File: config.mk
export PLATFORM = sky130hd
export DESIGN_NAME = position_line_parser_tracker_flat
export DESIGN_NICKNAME = d
export VERILOG_FILES = /design/src/design/plt_pkg.sv /design/src/design/plt_if.sv /design/src/design/plt_parser.sv /design/src/design/plt_muldiv.sv /design/src/design/position_line_parser_tracker.sv /design/src/flat_wrapper.sv
export SDC_FILE = /design/constraint.sdc
export NUM_CORES = 2
export LEC_CHECK = 0
export ABC_AREA = 1
export BUFFER_PORTS_ARGS = -buffer_cell sky130_fd_sc_hd__buf_4
export CORE_ASPECT_RATIO = 0.7
export CORE_MARGIN = 5
export CORE_UTILIZATION = 50
export CTS_CLUSTER_DIAMETER = 80
export DETAILED_ROUTE_END_ITERATION = 10
export GPL_TIMING_DRIVEN = 0
export PLACE_DENSITY_LB_ADDON = 0.08
export RECOVER_POWER = 50
export SYNTH_ARGS = -nofsm -noshare
export SYNTH_HDL_FRONTEND = slang
export SYNTH_SLANG_ARGS = --single-unit
File: constraint.sdc
create_clock -name clk -period 37.3 [get_ports clk]
set_input_delay 7.46 -clock clk [delete_from_list [all_inputs] [get_ports clk]]
set_output_delay 7.46 -clock clk [all_outputs]
set_load 0.05 [all_outputs]
File: src/design/plt_pkg.sv
`default_nettype none
package plt_pkg;

    // sequencer states of the top level
    typedef enum logic [3:0] {
        S_IDLE,
        S_CHECK,
        S_MUL_P,
        S_WAIT_P,
        S_MUL_K,
        S_WAIT_K,
        S_DIV,
        S_WAIT_D,
        S_MUL_V,
        S_WAIT_V,
        S_EMIT
    } plt_state_t;

    // position in the line grammar
    typedef enum logic [3:0] {
        PH_B,
        PH_C1,
        PH_SEQ,
        PH_CAM,
        PH_SGN,
        PH_POS,
        PH_VAL,
        PH_DONE,
        PH_ERR
    } plt_phase_t;

    typedef enum logic [2:0] {
        EV_VALID     = 3'd0,
        EV_INVALID   = 3'd1,
        EV_MALFORMED = 3'd2,
        EV_DUPLICATE = 3'd3,
        EV_OVERFLOW  = 3'd4
    } plt_event_t;

    typedef enum logic {
        OP_MUL,
        OP_DIV
    } plt_op_t;

    // register indexes
    localparam logic [2:0] CFG_POS_GAIN  = 3'd0;
    localparam logic [2:0] CFG_VEL_GAIN  = 3'd1;
    localparam logic [2:0] CFG_POS_LIMIT = 3'd2;
    localparam logic [2:0] CFG_IVL_MIN   = 3'd3;
    localparam logic [2:0] CFG_IVL_MAX   = 3'd4;

    // characters
    localparam logic [7:0] CH_B     = 8'h42;
    localparam logic [7:0] CH_COMMA = 8'h2C;
    localparam logic [7:0] CH_MINUS = 8'h2D;
    localparam logic [7:0] CH_PLUS  = 8'h2B;
    localparam logic [7:0] CH_CR    = 8'h0D;
    localparam logic [7:0] CH_LF    = 8'h0A;
    localparam logic [7:0] CH_0     = 8'h30;
    localparam logic [7:0] CH_9     = 8'h39;

    localparam logic [3:0] MAX_DIGITS = 4'd10;

    // arithmetic unit widths
    localparam int AW   = 66;   // accumulator, signed
    localparam int MW   = 17;   // multiplier operand, unsigned
    localparam int DW   = 44;   // dividend magnitude
    localparam int DENW = 16;   // divisor
    localparam int GAIN_SHIFT = 16;

    localparam logic [MW-1:0] RATE_SCALE = 17'd1000;
    localparam logic signed [AW-1:0] DIFF_CLAMP = AW'(1) <<< 46;

    // parsed line handed from the parser to the sequencer
    typedef struct packed {
        logic        ok;
        logic [31:0] seq;
        logic [31:0] cam;
        logic        neg;
        logic        mag_over;
        logic [14:0] mag;
        logic        valid_over;
        logic        valid_bit;
    } plt_line_t;

    function automatic logic [31:0] sat32(input logic signed [AW-1:0] x);
        if ((&x[AW-1:31]) || !(|x[AW-1:31]))
            return x[31:0];
        else if (x[AW-1])
            return {1'b1, 31'b0};
        else
            return {1'b0, {31{1'b1}}};
    endfunction

    function automatic logic [63:0] sat64(input logic signed [AW-1:0] x);
        if ((&x[AW-1:63]) || !(|x[AW-1:63]))
            return x[63:0];
        else if (x[AW-1])
            return {1'b1, 63'b0};
        else
            return {1'b0, {63{1'b1}}};
    endfunction

    function automatic logic signed [AW-1:0] clamp46(input logic signed [AW-1:0] x);
        if ((&x[AW-1:46]) || !(|x[AW-1:46]))
            return x;
        else if (x[AW-1])
            return -DIFF_CLAMP;
        else
            return DIFF_CLAMP;
    endfunction

endpackage
`default_nettype wire

File: src/design/plt_if.sv
`default_nettype none
// input channel: one received character and its time stamp
interface plt_in_if;
    logic        valid;
    logic        ready;
    logic [7:0]  rx_byte;
    logic [31:0] now_ms;
    modport source(output valid, rx_byte, now_ms, input ready);
    modport sink(input valid, rx_byte, now_ms, output ready);
endinterface

// output channel: one event word
interface plt_out_if;
    logic        valid;
    logic        ready;
    logic [2:0]  event_kind;
    logic [31:0] frame_sequence;
    logic [31:0] camera_time_ms;
    logic signed [15:0] raw_position_mm;
    logic        frame_valid;
    logic signed [31:0] filtered_position_q16;
    logic signed [63:0] velocity_q16;
    logic [15:0] sample_interval_ms;
    logic [31:0] good_count;
    logic [31:0] bad_count;
    modport source(output valid, event_kind, frame_sequence, camera_time_ms,
                   raw_position_mm, frame_valid, filtered_position_q16,
                   velocity_q16, sample_interval_ms, good_count, bad_count,
                   input ready);
    modport sink(input valid, event_kind, frame_sequence, camera_time_ms,
                 raw_position_mm, frame_valid, filtered_position_q16,
                 velocity_q16, sample_interval_ms, good_count, bad_count,
                 output ready);
endinterface
`default_nettype wire

File: src/design/plt_parser.sv
`default_nettype none
// Streaming parser: checks the line grammar one character at a time
module plt_parser
    import plt_pkg::*;
(
    input  wire logic       clk,
    input  wire logic       rst_n,
    input  wire logic       byte_en,
    input  wire logic [7:0] rx_byte,
    input  wire logic       clear,
    output plt_line_t       line
);

    plt_phase_t  phase_reg, phase_next;
    logic [33:0] acc_reg, acc_next;
    logic [3:0]  ndig_reg, ndig_next;
    logic [31:0] seq_reg, seq_next;
    logic [31:0] cam_reg, cam_next;
    logic        neg_reg, neg_next;
    logic        mag_over_reg, mag_over_next;
    logic [14:0] mag_reg, mag_next;

    logic        is_digit;
    logic        is_comma;
    logic [33:0] acc_mul;

    assign is_digit = (rx_byte >= CH_0) && (rx_byte <= CH_9);
    assign is_comma = (rx_byte == CH_COMMA);
    // acc * 10 + digit; at most ten digits are held here, so no wrap
    assign acc_mul  = {acc_reg[30:0], 3'b0} + {acc_reg[32:0], 1'b0}
                    + {30'b0, rx_byte[3:0]};

    // grammar step
    always_comb
    begin
        phase_next    = phase_reg;
        acc_next      = acc_reg;
        ndig_next     = ndig_reg;
        seq_next      = seq_reg;
        cam_next      = cam_reg;
        neg_next      = neg_reg;
        mag_over_next = mag_over_reg;
        mag_next      = mag_reg;
        if (clear)
        begin
            phase_next = PH_B;
            acc_next   = '0;
            ndig_next  = '0;
        end
        else if (byte_en)
        begin
            case (phase_reg)
                PH_B:
                begin
                    phase_next = (rx_byte == CH_B) ? PH_C1 : PH_ERR;
                end
                PH_C1:
                begin
                    phase_next = is_comma ? PH_SEQ : PH_ERR;
                    acc_next   = '0;
                    ndig_next  = '0;
                end
                PH_SGN:
                begin
                    neg_next  = (rx_byte == CH_MINUS);
                    acc_next  = '0;
                    ndig_next = '0;
                    if (rx_byte == CH_MINUS || rx_byte == CH_PLUS)
                        phase_next = PH_POS;
                    else if (is_digit)
                    begin
                        phase_next = PH_POS;
                        acc_next   = {30'b0, rx_byte[3:0]};
                        ndig_next  = 4'd1;
                    end
                    else
                        phase_next = PH_ERR;
                end
                PH_SEQ, PH_CAM, PH_POS, PH_VAL:
                begin
                    if (is_digit)
                    begin
                        if (ndig_reg == MAX_DIGITS)
                            phase_next = PH_ERR;
                        else
                        begin
                            acc_next  = acc_mul;
                            ndig_next = ndig_reg + 4'd1;
                        end
                    end
                    else if (ndig_reg == 4'd0)
                        phase_next = PH_ERR;
                    else if (phase_reg == PH_VAL)
                        phase_next = PH_DONE;   // trailing text is ignored
                    else if (!is_comma)
                        phase_next = PH_ERR;
                    else
                    begin
                        acc_next  = '0;
                        ndig_next = '0;
                        case (phase_reg)
                            PH_SEQ:
                            begin
                                seq_next   = acc_reg[31:0];
                                phase_next = (|acc_reg[33:32]) ? PH_ERR : PH_CAM;
                            end
                            PH_CAM:
                            begin
                                cam_next   = acc_reg[31:0];
                                phase_next = (|acc_reg[33:32]) ? PH_ERR : PH_SGN;
                            end
                            default:
                            begin
                                mag_over_next = |acc_reg[33:15];
                                mag_next      = acc_reg[14:0];
                                phase_next    = PH_VAL;
                            end
                        endcase
                    end
                end
                default:
                begin
                    phase_next = phase_reg;
                end
            endcase
        end
    end

    // control state
    always_ff @(posedge clk or negedge rst_n)
    begin
        if (!rst_n)
        begin
            phase_reg <= PH_B;
            acc_reg   <= '0;
            ndig_reg  <= '0;
        end
        else
        begin
            phase_reg <= phase_next;
            acc_reg   <= acc_next;
            ndig_reg  <= ndig_next;
        end
    end

    // field values
    always_ff @(posedge clk)
    begin
        seq_reg      <= seq_next;
        cam_reg      <= cam_next;
        neg_reg      <= neg_next;
        mag_over_reg <= mag_over_next;
        mag_reg      <= mag_next;
    end

    assign line.ok         = (phase_reg == PH_VAL && ndig_reg != 4'd0) ||
                             (phase_reg == PH_DONE);
    assign line.seq        = seq_reg;
    assign line.cam        = cam_reg;
    assign line.neg        = neg_reg;
    assign line.mag_over   = mag_over_reg;
    assign line.mag        = mag_reg;
    assign line.valid_over = |acc_reg[33:1];
    assign line.valid_bit  = acc_reg[0];

endmodule
`default_nettype wire

File: src/design/plt_muldiv.sv
`default_nettype none
// Shared shift-add multiplier and restoring divider, one bit per cycle
module plt_muldiv
    import plt_pkg::*;
(
    input  wire logic                 clk,
    input  wire logic                 rst_n,
    input  wire logic                 start,
    input  wire plt_op_t              op,
    input  wire logic signed [AW-1:0] opa,
    input  wire logic [MW-1:0]        opb,
    output logic                      busy,
    output logic                      done,
    output logic signed [AW-1:0]      result
);

    localparam int CW = $clog2(DW);

    logic                busy_reg;
    logic                done_reg;
    plt_op_t             op_reg;
    logic [CW-1:0]       cnt_reg;
    logic signed [AW-1:0] acc_reg;
    logic signed [AW-1:0] mcand_reg;
    logic [MW-1:0]       mplier_reg;
    logic [DENW:0]       rem_reg;
    logic [DENW-1:0]     den_reg;
    logic [DW-1:0]       quo_reg;

    logic [DENW:0]       rem_sh;
    logic                rem_ge;

    // restoring divide step
    assign rem_sh = {rem_reg[DENW-1:0], quo_reg[DW-1]};
    assign rem_ge = rem_sh >= {1'b0, den_reg};

    // control
    always_ff @(posedge clk or negedge rst_n)
    begin
        if (!rst_n)
        begin
            busy_reg <= 1'b0;
            done_reg <= 1'b0;
            op_reg   <= OP_MUL;
            cnt_reg  <= '0;
        end
        else
        begin
            done_reg <= 1'b0;
            if (start)
            begin
                busy_reg <= 1'b1;
                op_reg   <= op;
                cnt_reg  <= (op == OP_MUL) ? CW'(MW - 1) : CW'(DW - 1);
            end
            else if (busy_reg)
            begin
                cnt_reg <= cnt_reg - 1'b1;
                if (cnt_reg == '0)
                begin
                    busy_reg <= 1'b0;
                    done_reg <= 1'b1;
                end
            end
        end
    end

    // datapath
    always_ff @(posedge clk)
    begin
        if (start)
        begin
            acc_reg    <= '0;
            mcand_reg  <= opa;
            mplier_reg <= opb;
            rem_reg    <= '0;
            den_reg    <= opb[DENW-1:0];
            quo_reg    <= opa[DW-1:0];
        end
        else if (busy_reg)
        begin
            if (op_reg == OP_MUL)
            begin
                if (mplier_reg[0])
                    acc_reg <= acc_reg + mcand_reg;
                mcand_reg  <= mcand_reg <<< 1;
                mplier_reg <= mplier_reg >> 1;
            end
            else
            begin
                rem_reg <= rem_ge ? (rem_sh - {1'b0, den_reg}) : rem_sh;
                quo_reg <= {quo_reg[DW-2:0], rem_ge};
            end
        end
    end

    assign busy   = busy_reg;
    assign done   = done_reg;
    assign result = (op_reg == OP_MUL) ? acc_reg : AW'(quo_reg);

endmodule
`default_nettype wire

File: src/design/position_line_parser_tracker.sv
`default_nettype none
// Position line parser and tracker.
// in_ch carries one received character (rx_byte) with its receive time now_ms.
// Characters build lines ended by CR or LF; each line "B,seq,cam,pos,valid"
// produces one event word on out_ch carrying the event kind and the tracker
// state after the update. An empty line gives no word; an overlong line
// gives an overflow word and restarts.
// An ordinary character is taken while idle. A line end goes to a check,
// then straight to emit for a rejected, duplicate, flagged-invalid or first
// frame; a filter update first runs three shift-add products and one
// restoring divide, each started and awaited until done, all on one shared
// multiply/divide unit. in_ch is not ready while a line end is being
// worked on. The event word sits in an output register, so the next line's
// characters are taken while it waits; a second event waits until the first
// is taken. Registers are written through cfg_we/cfg_index/cfg_data; the
// user must write them only while idle, which the block does not enforce.
// Reset clears all tracker state and loads the register defaults.
module position_line_parser_tracker
    import plt_pkg::*;
#(
    parameter int LINE_CHARS    = 64,
    parameter int FRACTION_BITS = 16
)
(
    input  wire logic  clk,
    input  wire logic  rst_n,
    plt_in_if.sink     in_ch,
    plt_out_if.source  out_ch,
    input  wire logic        cfg_we,
    input  wire logic [2:0]  cfg_index,
    input  wire logic [16:0] cfg_data
);

    localparam int LW = $clog2(LINE_CHARS);
    localparam logic [LW-1:0] LEN_LAST = LW'(LINE_CHARS - 1);

    plt_state_t state_reg, state_next;

    // registers
    logic [16:0] pos_gain_reg;
    logic [16:0] vel_gain_reg;
    logic [14:0] pos_limit_reg;
    logic [15:0] ivl_min_reg;
    logic [15:0] ivl_max_reg;

    // tracker state
    logic [LW-1:0]      len_reg;
    logic               have_reg;
    logic [31:0]        last_seq_reg;
    logic [31:0]        last_cam_reg;
    logic [31:0]        last_rcv_reg;
    logic signed [15:0] raw_pos_reg;
    logic               vflag_reg;
    logic signed [31:0] fpos_reg;
    logic signed [63:0] vel_reg;
    logic [15:0]        ivl_reg;
    logic [31:0]        good_reg;
    logic [31:0]        bad_reg;

    // work registers
    plt_event_t         kind_reg;
    logic [31:0]        now_reg;
    logic [15:0]        dt_reg;
    logic               rneg_reg;
    logic signed [AW-1:0] tmp_reg;

    // output word
    logic               out_valid_reg;
    plt_event_t         o_kind_reg;
    logic [31:0]        o_seq_reg;
    logic [31:0]        o_cam_reg;
    logic signed [15:0] o_raw_reg;
    logic               o_vflag_reg;
    logic signed [31:0] o_fpos_reg;
    logic signed [63:0] o_vel_reg;
    logic [15:0]        o_ivl_reg;
    logic [31:0]        o_good_reg;
    logic [31:0]        o_bad_reg;

    // control
    logic                 in_ready;
    logic                 out_load;
    logic                 alu_start;
    plt_op_t              alu_op;
    logic signed [AW-1:0] alu_opa;
    logic [MW-1:0]        alu_opb;
    logic                 alu_busy;
    logic                 alu_done;
    logic signed [AW-1:0] alu_res;
    logic signed [AW-1:0] alu_shr;

    logic        in_fire;
    logic        is_term;
    logic        byte_en;
    plt_line_t   pl;

    logic               line_bad;
    logic               is_dup;
    logic [31:0]        cdt;
    logic [31:0]        rdt;
    logic               cdt_ok;
    logic               rdt_ok;
    logic [15:0]        dt_sel;
    logic signed [15:0] pos_val;
    logic signed [AW-1:0] target;
    logic signed [AW-1:0] fpos_ext;
    logic signed [AW-1:0] vel_ext;
    logic signed [AW-1:0] p_sum;
    logic [31:0]        p_new;
    logic signed [AW-1:0] p_new_ext;
    logic signed [AW-1:0] rate;
    logic signed [AW-1:0] v_sum;

    assign in_fire = in_ch.valid && in_ready;
    assign is_term = (in_ch.rx_byte == CH_CR) || (in_ch.rx_byte == CH_LF);
    assign byte_en = in_fire && !is_term && (len_reg != LEN_LAST);

    plt_parser u_parser (
        .clk     (clk),
        .rst_n   (rst_n),
        .byte_en (byte_en),
        .rx_byte (in_ch.rx_byte),
        .clear   (out_load),
        .line    (pl)
    );

    plt_muldiv u_muldiv (
        .clk    (clk),
        .rst_n  (rst_n),
        .start  (alu_start),
        .op     (alu_op),
        .opa    (alu_opa),
        .opb    (alu_opb),
        .busy   (alu_busy),
        .done   (alu_done),
        .result (alu_res)
    );

    // frame checks and interval choice
    assign line_bad = !pl.ok || pl.valid_over || pl.mag_over || (pl.mag > pos_limit_reg);
    assign is_dup   = have_reg && (pl.seq == last_seq_reg);
    assign cdt      = pl.cam - last_cam_reg;
    assign rdt      = now_reg - last_rcv_reg;
    assign cdt_ok   = (cdt >= {16'b0, ivl_min_reg}) && (cdt <= {16'b0, ivl_max_reg});
    assign rdt_ok   = (rdt >= {16'b0, ivl_min_reg}) && (rdt <= {16'b0, ivl_max_reg});
    assign dt_sel   = !have_reg ? 16'd0 : cdt_ok ? cdt[15:0] : rdt_ok ? rdt[15:0] : 16'd0;

    // fixed-point operands
    assign pos_val   = pl.neg ? -$signed({1'b0, pl.mag}) : $signed({1'b0, pl.mag});
    assign target    = $signed({{(AW-16){pos_val[15]}}, pos_val}) <<< FRACTION_BITS;
    assign fpos_ext  = $signed({{(AW-32){fpos_reg[31]}}, fpos_reg});
    assign vel_ext   = $signed({{(AW-64){vel_reg[63]}}, vel_reg});
    assign alu_shr   = alu_res >>> GAIN_SHIFT;
    assign p_sum     = fpos_ext + alu_shr;
    assign p_new     = sat32(p_sum);
    assign p_new_ext = $signed({{(AW-32){p_new[31]}}, p_new});
    assign rate      = rneg_reg ? -alu_res : alu_res;
    assign v_sum     = vel_ext + alu_shr;

    // next state
    always_comb
    begin
        state_next = state_reg;
        case (state_reg)
            S_IDLE:
            begin
                if (in_fire)
                begin
                    if (is_term)
                    begin
                        if (len_reg != '0)
                            state_next = S_CHECK;
                    end
                    else if (len_reg == LEN_LAST)
                        state_next = S_EMIT;
                end
            end
            S_CHECK:
            begin
                if (line_bad || is_dup || !pl.valid_bit || dt_sel == 16'd0)
                    state_next = S_EMIT;
                else
                    state_next = S_MUL_P;
            end
            S_MUL_P:  state_next = S_WAIT_P;
            S_WAIT_P: state_next = alu_done ? S_MUL_K : S_WAIT_P;
            S_MUL_K:  state_next = S_WAIT_K;
            S_WAIT_K: state_next = alu_done ? S_DIV : S_WAIT_K;
            S_DIV:    state_next = S_WAIT_D;
            S_WAIT_D: state_next = alu_done ? S_MUL_V : S_WAIT_D;
            S_MUL_V:  state_next = S_WAIT_V;
            S_WAIT_V: state_next = alu_done ? S_EMIT : S_WAIT_V;
            S_EMIT:   state_next = out_load ? S_IDLE : S_EMIT;
            default:  state_next = S_IDLE;
        endcase
    end

    // control outputs
    always_comb
    begin
        in_ready  = 1'b0;
        out_load  = 1'b0;
        alu_start = 1'b0;
        alu_op    = OP_MUL;
        alu_opa   = tmp_reg;
        alu_opb   = pos_gain_reg;
        case (state_reg)
            S_IDLE:
            begin
                in_ready = 1'b1;
            end
            S_MUL_P:
            begin
                alu_start = 1'b1;
                alu_opa   = target - fpos_ext;
                alu_opb   = pos_gain_reg;
            end
            S_MUL_K:
            begin
                alu_start = 1'b1;
                alu_opb   = RATE_SCALE;
            end
            S_DIV:
            begin
                alu_start = 1'b1;
                alu_op    = OP_DIV;
                alu_opb   = {1'b0, dt_reg};
            end
            S_MUL_V:
            begin
                alu_start = 1'b1;
                alu_opb   = vel_gain_reg;
            end
            S_EMIT:
            begin
                out_load = !out_valid_reg || out_ch.ready;
            end
            default:
            begin
                in_ready = 1'b0;
            end
        endcase
    end

    always_ff @(posedge clk or negedge rst_n)
    begin
        if (!rst_n)
            state_reg <= S_IDLE;
        else
            state_reg <= state_next;
    end

    // register writes
    always_ff @(posedge clk or negedge rst_n)
    begin
        if (!rst_n)
        begin
            pos_gain_reg  <= 17'd16384;
            vel_gain_reg  <= 17'd16384;
            pos_limit_reg <= 15'd200;
            ivl_min_reg   <= 16'd5;
            ivl_max_reg   <= 16'd200;
        end
        else if (cfg_we)
        begin
            case (cfg_index)
                CFG_POS_GAIN:  pos_gain_reg  <= cfg_data;
                CFG_VEL_GAIN:  vel_gain_reg  <= cfg_data;
                CFG_POS_LIMIT: pos_limit_reg <= cfg_data[14:0];
                CFG_IVL_MIN:   ivl_min_reg   <= cfg_data[15:0];
                CFG_IVL_MAX:   ivl_max_reg   <= cfg_data[15:0];
                default:       ;
            endcase
        end
    end

    // tracker update
    always_ff @(posedge clk or negedge rst_n)
    begin
        if (!rst_n)
        begin
            len_reg      <= '0;
            have_reg     <= 1'b0;
            last_seq_reg <= '0;
            last_cam_reg <= '0;
            last_rcv_reg <= '0;
            raw_pos_reg  <= '0;
            vflag_reg    <= 1'b0;
            fpos_reg     <= '0;
            vel_reg      <= '0;
            ivl_reg      <= '0;
            good_reg     <= '0;
            bad_reg      <= '0;
            kind_reg     <= EV_VALID;
            now_reg      <= '0;
            dt_reg       <= '0;
            rneg_reg     <= 1'b0;
            tmp_reg      <= '0;
        end
        else
        begin
            case (state_reg)
                S_IDLE:
                begin
                    if (in_fire)
                    begin
                        now_reg <= in_ch.now_ms;
                        if (is_term)
                            len_reg <= '0;
                        else if (len_reg == LEN_LAST)
                        begin
                            len_reg  <= '0;
                            bad_reg  <= bad_reg + 32'd1;
                            kind_reg <= EV_OVERFLOW;
                        end
                        else
                            len_reg <= len_reg + 1'b1;
                    end
                end
                S_CHECK:
                begin
                    dt_reg <= dt_sel;
                    if (line_bad)
                    begin
                        kind_reg <= EV_MALFORMED;
                        bad_reg  <= bad_reg + 32'd1;
                    end
                    else if (is_dup)
                        kind_reg <= EV_DUPLICATE;
                    else
                    begin
                        last_seq_reg <= pl.seq;
                        last_cam_reg <= pl.cam;
                        last_rcv_reg <= now_reg;
                        raw_pos_reg  <= pos_val;
                        vflag_reg    <= pl.valid_bit;
                        have_reg     <= 1'b1;
                        if (!pl.valid_bit)
                        begin
                            kind_reg <= EV_INVALID;
                            bad_reg  <= bad_reg + 32'd1;
                        end
                        else
                        begin
                            kind_reg <= EV_VALID;
                            good_reg <= good_reg + 32'd1;
                            ivl_reg  <= dt_sel;
                            if (dt_sel == 16'd0)
                            begin
                                // no usable interval: load the filter directly
                                fpos_reg <= $signed(sat32(target));
                                vel_reg  <= '0;
                            end
                        end
                    end
                end
                S_WAIT_P:
                begin
                    if (alu_done)
                    begin
                        fpos_reg <= $signed(p_new);
                        tmp_reg  <= p_new_ext - fpos_ext;
                    end
                end
                S_WAIT_K:
                begin
                    // divide works on the magnitude
                    if (alu_done)
                    begin
                        rneg_reg <= alu_res[AW-1];
                        tmp_reg  <= alu_res[AW-1] ? -alu_res : alu_res;
                    end
                end
                S_WAIT_D:
                begin
                    if (alu_done)
                        tmp_reg <= clamp46(rate - vel_ext);
                end
                S_WAIT_V:
                begin
                    if (alu_done)
                        vel_reg <= $signed(sat64(v_sum));
                end
                default:
                begin
                    tmp_reg <= tmp_reg;
                end
            endcase
        end
    end

    // output word register
    always_ff @(posedge clk or negedge rst_n)
    begin
        if (!rst_n)
            out_valid_reg <= 1'b0;
        else if (out_load)
            out_valid_reg <= 1'b1;
        else if (out_ch.ready)
            out_valid_reg <= 1'b0;
    end

    always_ff @(posedge clk)
    begin
        if (out_load)
        begin
            o_kind_reg  <= kind_reg;
            o_seq_reg   <= last_seq_reg;
            o_cam_reg   <= last_cam_reg;
            o_raw_reg   <= raw_pos_reg;
            o_vflag_reg <= vflag_reg;
            o_fpos_reg  <= fpos_reg;
            o_vel_reg   <= vel_reg;
            o_ivl_reg   <= ivl_reg;
            o_good_reg  <= good_reg;
            o_bad_reg   <= bad_reg;
        end
    end

    assign in_ch.ready                  = in_ready;
    assign out_ch.valid                 = out_valid_reg;
    assign out_ch.event_kind            = o_kind_reg;
    assign out_ch.frame_sequence        = o_seq_reg;
    assign out_ch.camera_time_ms        = o_cam_reg;
    assign out_ch.raw_position_mm       = o_raw_reg;
    assign out_ch.frame_valid           = o_vflag_reg;
    assign out_ch.filtered_position_q16 = o_fpos_reg;
    assign out_ch.velocity_q16          = o_vel_reg;
    assign out_ch.sample_interval_ms    = o_ivl_reg;
    assign out_ch.good_count            = o_good_reg;
    assign out_ch.bad_count             = o_bad_reg;

    // the shared unit is never restarted while it runs
    a_alu_start: assert property (@(posedge clk) disable iff (!rst_n)
        alu_start |-> !alu_busy)
        else $error("arithmetic unit started while busy");

    // a non-empty line end holds off input on the next cycle
    a_line_end: assert property (@(posedge clk) disable iff (!rst_n)
        (in_fire && is_term && len_reg != '0) |=> !in_ch.ready)
        else $error("input taken during line end processing");

    // good count only ever steps by one
    a_good_step: assert property (@(posedge clk) disable iff (!rst_n)
        (good_reg != $past(good_reg)) |-> (good_reg == $past(good_reg) + 32'd1))
        else $error("good count jumped");

    // a word is only loaded while the previous one is gone or leaving
    a_no_overwrite: assert property (@(posedge clk) disable iff (!rst_n)
        (out_load && out_valid_reg) |-> out_ch.ready)
        else $error("event word overwritten");

endmodule
`default_nettype wire

File: src/flat_wrapper.sv
// flat-port wrapper written by rule: the top's interface ports become plain ports
module position_line_parser_tracker_flat import plt_pkg::*;
#(
    parameter int LINE_CHARS    = 64,
    parameter int FRACTION_BITS = 16
)
  (clk, rst_n, cfg_we, cfg_index, cfg_data, in_ch_valid, in_ch_rx_byte, in_ch_now_ms, in_ch_ready, out_ch_valid, out_ch_event_kind, out_ch_frame_sequence, out_ch_camera_time_ms, out_ch_raw_position_mm, out_ch_frame_valid, out_ch_filtered_position_q16, out_ch_velocity_q16, out_ch_sample_interval_ms, out_ch_good_count, out_ch_bad_count, out_ch_ready);
  plt_in_if in_ch_i ();
  plt_out_if out_ch_i ();
  input  wire logic clk;
  input  wire logic rst_n;
  input  wire logic cfg_we;
  input  wire logic [2:0] cfg_index;
  input  wire logic [16:0] cfg_data;
  input wire logic [$bits(in_ch_i.valid)-1:0] in_ch_valid;
  input wire logic [$bits(in_ch_i.rx_byte)-1:0] in_ch_rx_byte;
  input wire logic [$bits(in_ch_i.now_ms)-1:0] in_ch_now_ms;
  output wire logic [$bits(in_ch_i.ready)-1:0] in_ch_ready;
  output wire logic [$bits(out_ch_i.valid)-1:0] out_ch_valid;
  output wire logic [$bits(out_ch_i.event_kind)-1:0] out_ch_event_kind;
  output wire logic [$bits(out_ch_i.frame_sequence)-1:0] out_ch_frame_sequence;
  output wire logic [$bits(out_ch_i.camera_time_ms)-1:0] out_ch_camera_time_ms;
  output wire logic [$bits(out_ch_i.raw_position_mm)-1:0] out_ch_raw_position_mm;
  output wire logic [$bits(out_ch_i.frame_valid)-1:0] out_ch_frame_valid;
  output wire logic [$bits(out_ch_i.filtered_position_q16)-1:0] out_ch_filtered_position_q16;
  output wire logic [$bits(out_ch_i.velocity_q16)-1:0] out_ch_velocity_q16;
  output wire logic [$bits(out_ch_i.sample_interval_ms)-1:0] out_ch_sample_interval_ms;
  output wire logic [$bits(out_ch_i.good_count)-1:0] out_ch_good_count;
  output wire logic [$bits(out_ch_i.bad_count)-1:0] out_ch_bad_count;
  input wire logic [$bits(out_ch_i.ready)-1:0] out_ch_ready;
  assign in_ch_i.valid = in_ch_valid;
  assign in_ch_i.rx_byte = in_ch_rx_byte;
  assign in_ch_i.now_ms = in_ch_now_ms;
  assign in_ch_ready = in_ch_i.ready;
  assign out_ch_valid = out_ch_i.valid;
  assign out_ch_event_kind = out_ch_i.event_kind;
  assign out_ch_frame_sequence = out_ch_i.frame_sequence;
  assign out_ch_camera_time_ms = out_ch_i.camera_time_ms;
  assign out_ch_raw_position_mm = out_ch_i.raw_position_mm;
  assign out_ch_frame_valid = out_ch_i.frame_valid;
  assign out_ch_filtered_position_q16 = out_ch_i.filtered_position_q16;
  assign out_ch_velocity_q16 = out_ch_i.velocity_q16;
  assign out_ch_sample_interval_ms = out_ch_i.sample_interval_ms;
  assign out_ch_good_count = out_ch_i.good_count;
  assign out_ch_bad_count = out_ch_i.bad_count;
  assign out_ch_i.ready = out_ch_ready;
  position_line_parser_tracker #(.LINE_CHARS(LINE_CHARS), .FRACTION_BITS(FRACTION_BITS)) u_core (.clk(clk), .rst_n(rst_n), .in_ch(in_ch_i), .out_ch(out_ch_i), .cfg_we(cfg_we), .cfg_index(cfg_index), .cfg_data(cfg_data));
endmodule
==> results.sh <==
export IMPL_nets=11400
export IMPL_synth_edf_count=484
export IMPL_maxCapViolCount=7
export IMPL_relSlewSlack=-3.16
export IMPL_violations="max-capacitance violations, max-slew violations"
export IMPL_hold_violations=0
export IMPL_dpl_worst_slack_ns=25.85
export IMPL_ios=327
export IMPL_antenna_found_initial=20
export IMPL_worstRegToRegCells=45
export IMPL_ant_nets=0
export IMPL_place_area_sq_um=83100
export IMPL_hold_buffers=0
export IMPL_hpwl_um=254000
export IMPL_cts_root_buffer="clkbuf_16"
export IMPL_fmax_ghz=0.0677
export IMPL_crit_path_max_incr_delay_ns=4.47
export IMPL_syn2layout_area_growth_pct=11.7
export IMPL_syn_area_sq_um=77500
export IMPL_instances_no_fill=13000
export IMPL_final_area_sq_um=86600
export IMPL_finalSetupViolations=0
export IMPL_coreArea_sq_um=153000
export IMPL_crit_cells=2
export IMPL_synth_area_leaders="edfxtp_1 (19%), dfrtp_1 (17%), nand2_1 (13%)"
export IMPL_tightest_slew_ns=6.25
export IMPL_die_area_sq_um=163000
export IMPL_track_usage=0.370
export IMPL_clkTransAtPathRegs_ns=0.06
export IMPL_firstDrtPassIters=6
export IMPL_switching_share=0.519
export IMPL_synthDistinctLibCells=71
export IMPL_worstPathRequired_ns=36.66
export IMPL_fin_crit_sh=0.396
export IMPL_synth_seq_cells=1117
export IMPL_p_int_mw=3.36
export IMPL_worst_slack_ns=22.54
export IMPL_setup_tns_ns=0
export IMPL_post_cts_buffers=0
export IMPL_synth_main_ff_cell="dfrtp_1"
export IMPL_crit_chain="clkbuf_1 > clkbuf_1"
export IMPL_p_per_area_nw_per_um2=80.7
export IMPL_avgSynthCellArea_sq_um=7.49
export IMPL_seq_power_share=0.256
export IMPL_drive_gt1_frac=0.0654
export IMPL_period_minus_slack_ns=14.76
export IMPL_htreeDepth=3
export IMPL_path_class="primary input to asynchronous set/reset pin"
export IMPL_startpoint_type="primary input"
export IMPL_drv_slew=342
export IMPL_clk_path_buf_depth=3
export IMPL_crit_slowest_cell="clkbuf_1"
export IMPL_start_util=0.505
export IMPL_min_to="u_core.out_ch.raw_position_mm[9]"
export IMPL_cp_max_fo=104
export IMPL_cts_sinks=1117
export IMPL_p_leak_nw=41.6
export IMPL_drt_first_iter_violations=9763
export IMPL_seqCellArea_sq_um=30000
export IMPL_fillCellCount=14600
export IMPL_combPwrFrac=0.578
export IMPL_grt_overflow=0
export IMPL_r2r_slack_ns=25.96
export IMPL_fin_worst_skew_ns=0.0499
export IMPL_num_vias=76300
export IMPL_drt_total_wl_um=312000
export IMPL_cp_common_cell="clkbuf_1"
export IMPL_synth_async_reset_ratio=0.493
export IMPL_multi_input_area_sq_um=40900
export IMPL_crit_family="buffers and inverters"
export IMPL_grt_max_degree=112
export IMPL_syn_num_nets=10900
export IMPL_r2r_start="u_core.u_muldiv.op_reg"
export IMPL_cts_tree="built"
export IMPL_syn_inst=10400
export IMPL_grt_pass1_wl_um=455000
export IMPL_rsz0062_at_grt="no"
export IMPL_cp_num_buf_inv=2
export IMPL_worstPathArrival_ns=14.12
export IMPL_min_delay_path_depth=0
export IMPL_worstHoldStart="u_core.raw_pos_reg[9]"
export IMPL_synth_top_area_frac=0.188
export IMPL_first_global_vias=70300
export IMPL_clk_insertion_delay_late_ns=0.80
export IMPL_routedWlPerCell_um=24.0
export IMPL_fp_dieW_um=481
export IMPL_peakVddDrop_uv=47.4
export IMPL_place_gp_congestion=1.09
export IMPL_clockPowerShare=0.166
export IMPL_cts_made_buffers=111
export IMPL_end_kind="asynchronous set/reset pin"
export IMPL_hp_class="flip-flop to flip-flop"
export IMPL_rows=120
export IMPL_vias_per_cell=5.87
export IMPL_synth_warnings=0
export IMPL_io_buffers=326
export IMPL_status="finished, violations left"
export IMPL_r2r_end="u_core.tmp_reg[64]"
export IMPL_drc=0
export IMPL_yosysTopAreaCell="edfxtp_1"
export IMPL_yosysSeqAreaShare=0.387
export IMPL_chipHeight_um=339
export IMPL_p_switching_mw=3.62
export IMPL_cts_resized_gates=0
export IMPL_dp_cells=12800
layout make-up:
class | count | area share
inverters | 1453 | 0.0630
multi-input cells | 7517 | 0.472
repair buffers | 349 | 0.0321
plain buffers | 264 | 0.0135
diodes | 7 | 0.000202
clock buffers | 159 | 0.0374
well taps | 2074 | 0.0300
flip-flops and latches | 1117 | 0.346
clock inverters | 53 | 0.00578
cell usage after synthesis (117+ instances only):
library cell,instances
o21ai_0,741
a21oi_1,686
xor2_1,274
edfxtp_1,484
a31oi_1,162
nand4_1,117
nand2_1,2592
inv_1,1408
xnor2_1,147
ha_1,518
nor2_1,916
nand3_1,525
clkbuf_1,185
dfrtp_1,541
nor3_1,149
power groups by stage:
| stage | Clock, mW | Sequential, mW | Combinational [mW] |
|---|---|---|---|
| 3_5_place_dp | 0 | 1.80 | 3.88 |
| 4_1_cts | 1.17 | 1.78 | 3.90 |
| 6_report | 1.16 | 1.79 | 4.04 |
| 3_3_place_gp | 0 | 1.86 | 3.81 |
| 2_1_floorplan | 0 | 1.96 | 2.36 |
| 5_1_grt | 1.23 | 1.81 | 4.32 |
stage by stage:
step	hold WS [ns]	util	power, mW
global placement	0.434	0.538	5.67
detailed placement	0.438	0.541	5.68
floorplan	0.423	-	4.32
finish	0.450	0.564	6.98
global route	0.457	0.564	7.35
CTS	0.453	0.566	6.85
worst max path at each step:
stage / end / slack [ns] / startpoint
3_3_place_gp: u_core.u_parser.acc_reg[31] / 6.36 / out_ch_ready
3_5_place_dp: u_core.u_parser.acc_reg[30] / 25.85 / in_ch_rx_byte[7]
4_1_cts: u_core.u_parser.acc_reg[24] / 26.71 / in_ch_rx_byte[7]
2_1_floorplan: u_core.u_parser.acc_reg[31] / 16.24 / out_ch_ready
6_report: u_core.bad_reg[28] / 22.54 / rst_n
5_1_grt: u_core.u_muldiv.cnt_reg[1] / 21.02 / rst_n
logic make-up (layout without fill, tap and decap cells):
group,Yosys count,after routing,share of synthesized area
simple gates,4496,4496,0.241
compound gates,2070,2070,0.152
buf+inv,1717,2278,0.0859
flops,1117,1117,0.387
fa+ha+maj,528,528,0.0862
xor+xnor,422,422,0.0478
mux,1,1,0.000129
other cells,0,7,0
layout by cell type, fill, tap and decap left out, types with 24 or more instances in the layout:
master	Yosys	final
a22oi_1	29	29
or2_2	26	25
nor2_1	916	913
edfxtp_1	484	484
inv_1	1408	1412
dfxtp_1	82	82
o21bai_1	51	51
buf_2	40	29
xor2_1	274	275
a21o_1	50	50
nand4_1	117	117
ha_1	518	518
nor2_2	24	25
nor3_1	149	149
o21ai_0	741	756
o21a_1	47	47
buf_4	16	340
a21oi_1	686	686
a21boi_0	24	24
xnor2_1	147	147
dfrtp_1	541	541
o211ai_1	82	82
inv_2	31	26
clkbuf_1	185	234
a31oi_1	162	162
clkbuf_16	0	117
o21ai_1	45	35
nor4_1	64	64
nand3b_1	24	24
nand3_1	525	527
nand2_1	2592	2593
per-layer routing:
layer	vias up	wire length (um)	GRT usage
li1	35400	-	-
met1	36300	134000	0.531
met2	4005	128000	0.535
met3	593	35600	0.0970
met4	6	13800	0.136
met5	-	40	0
No activity file was read; power rests on OpenSTA's default activity.
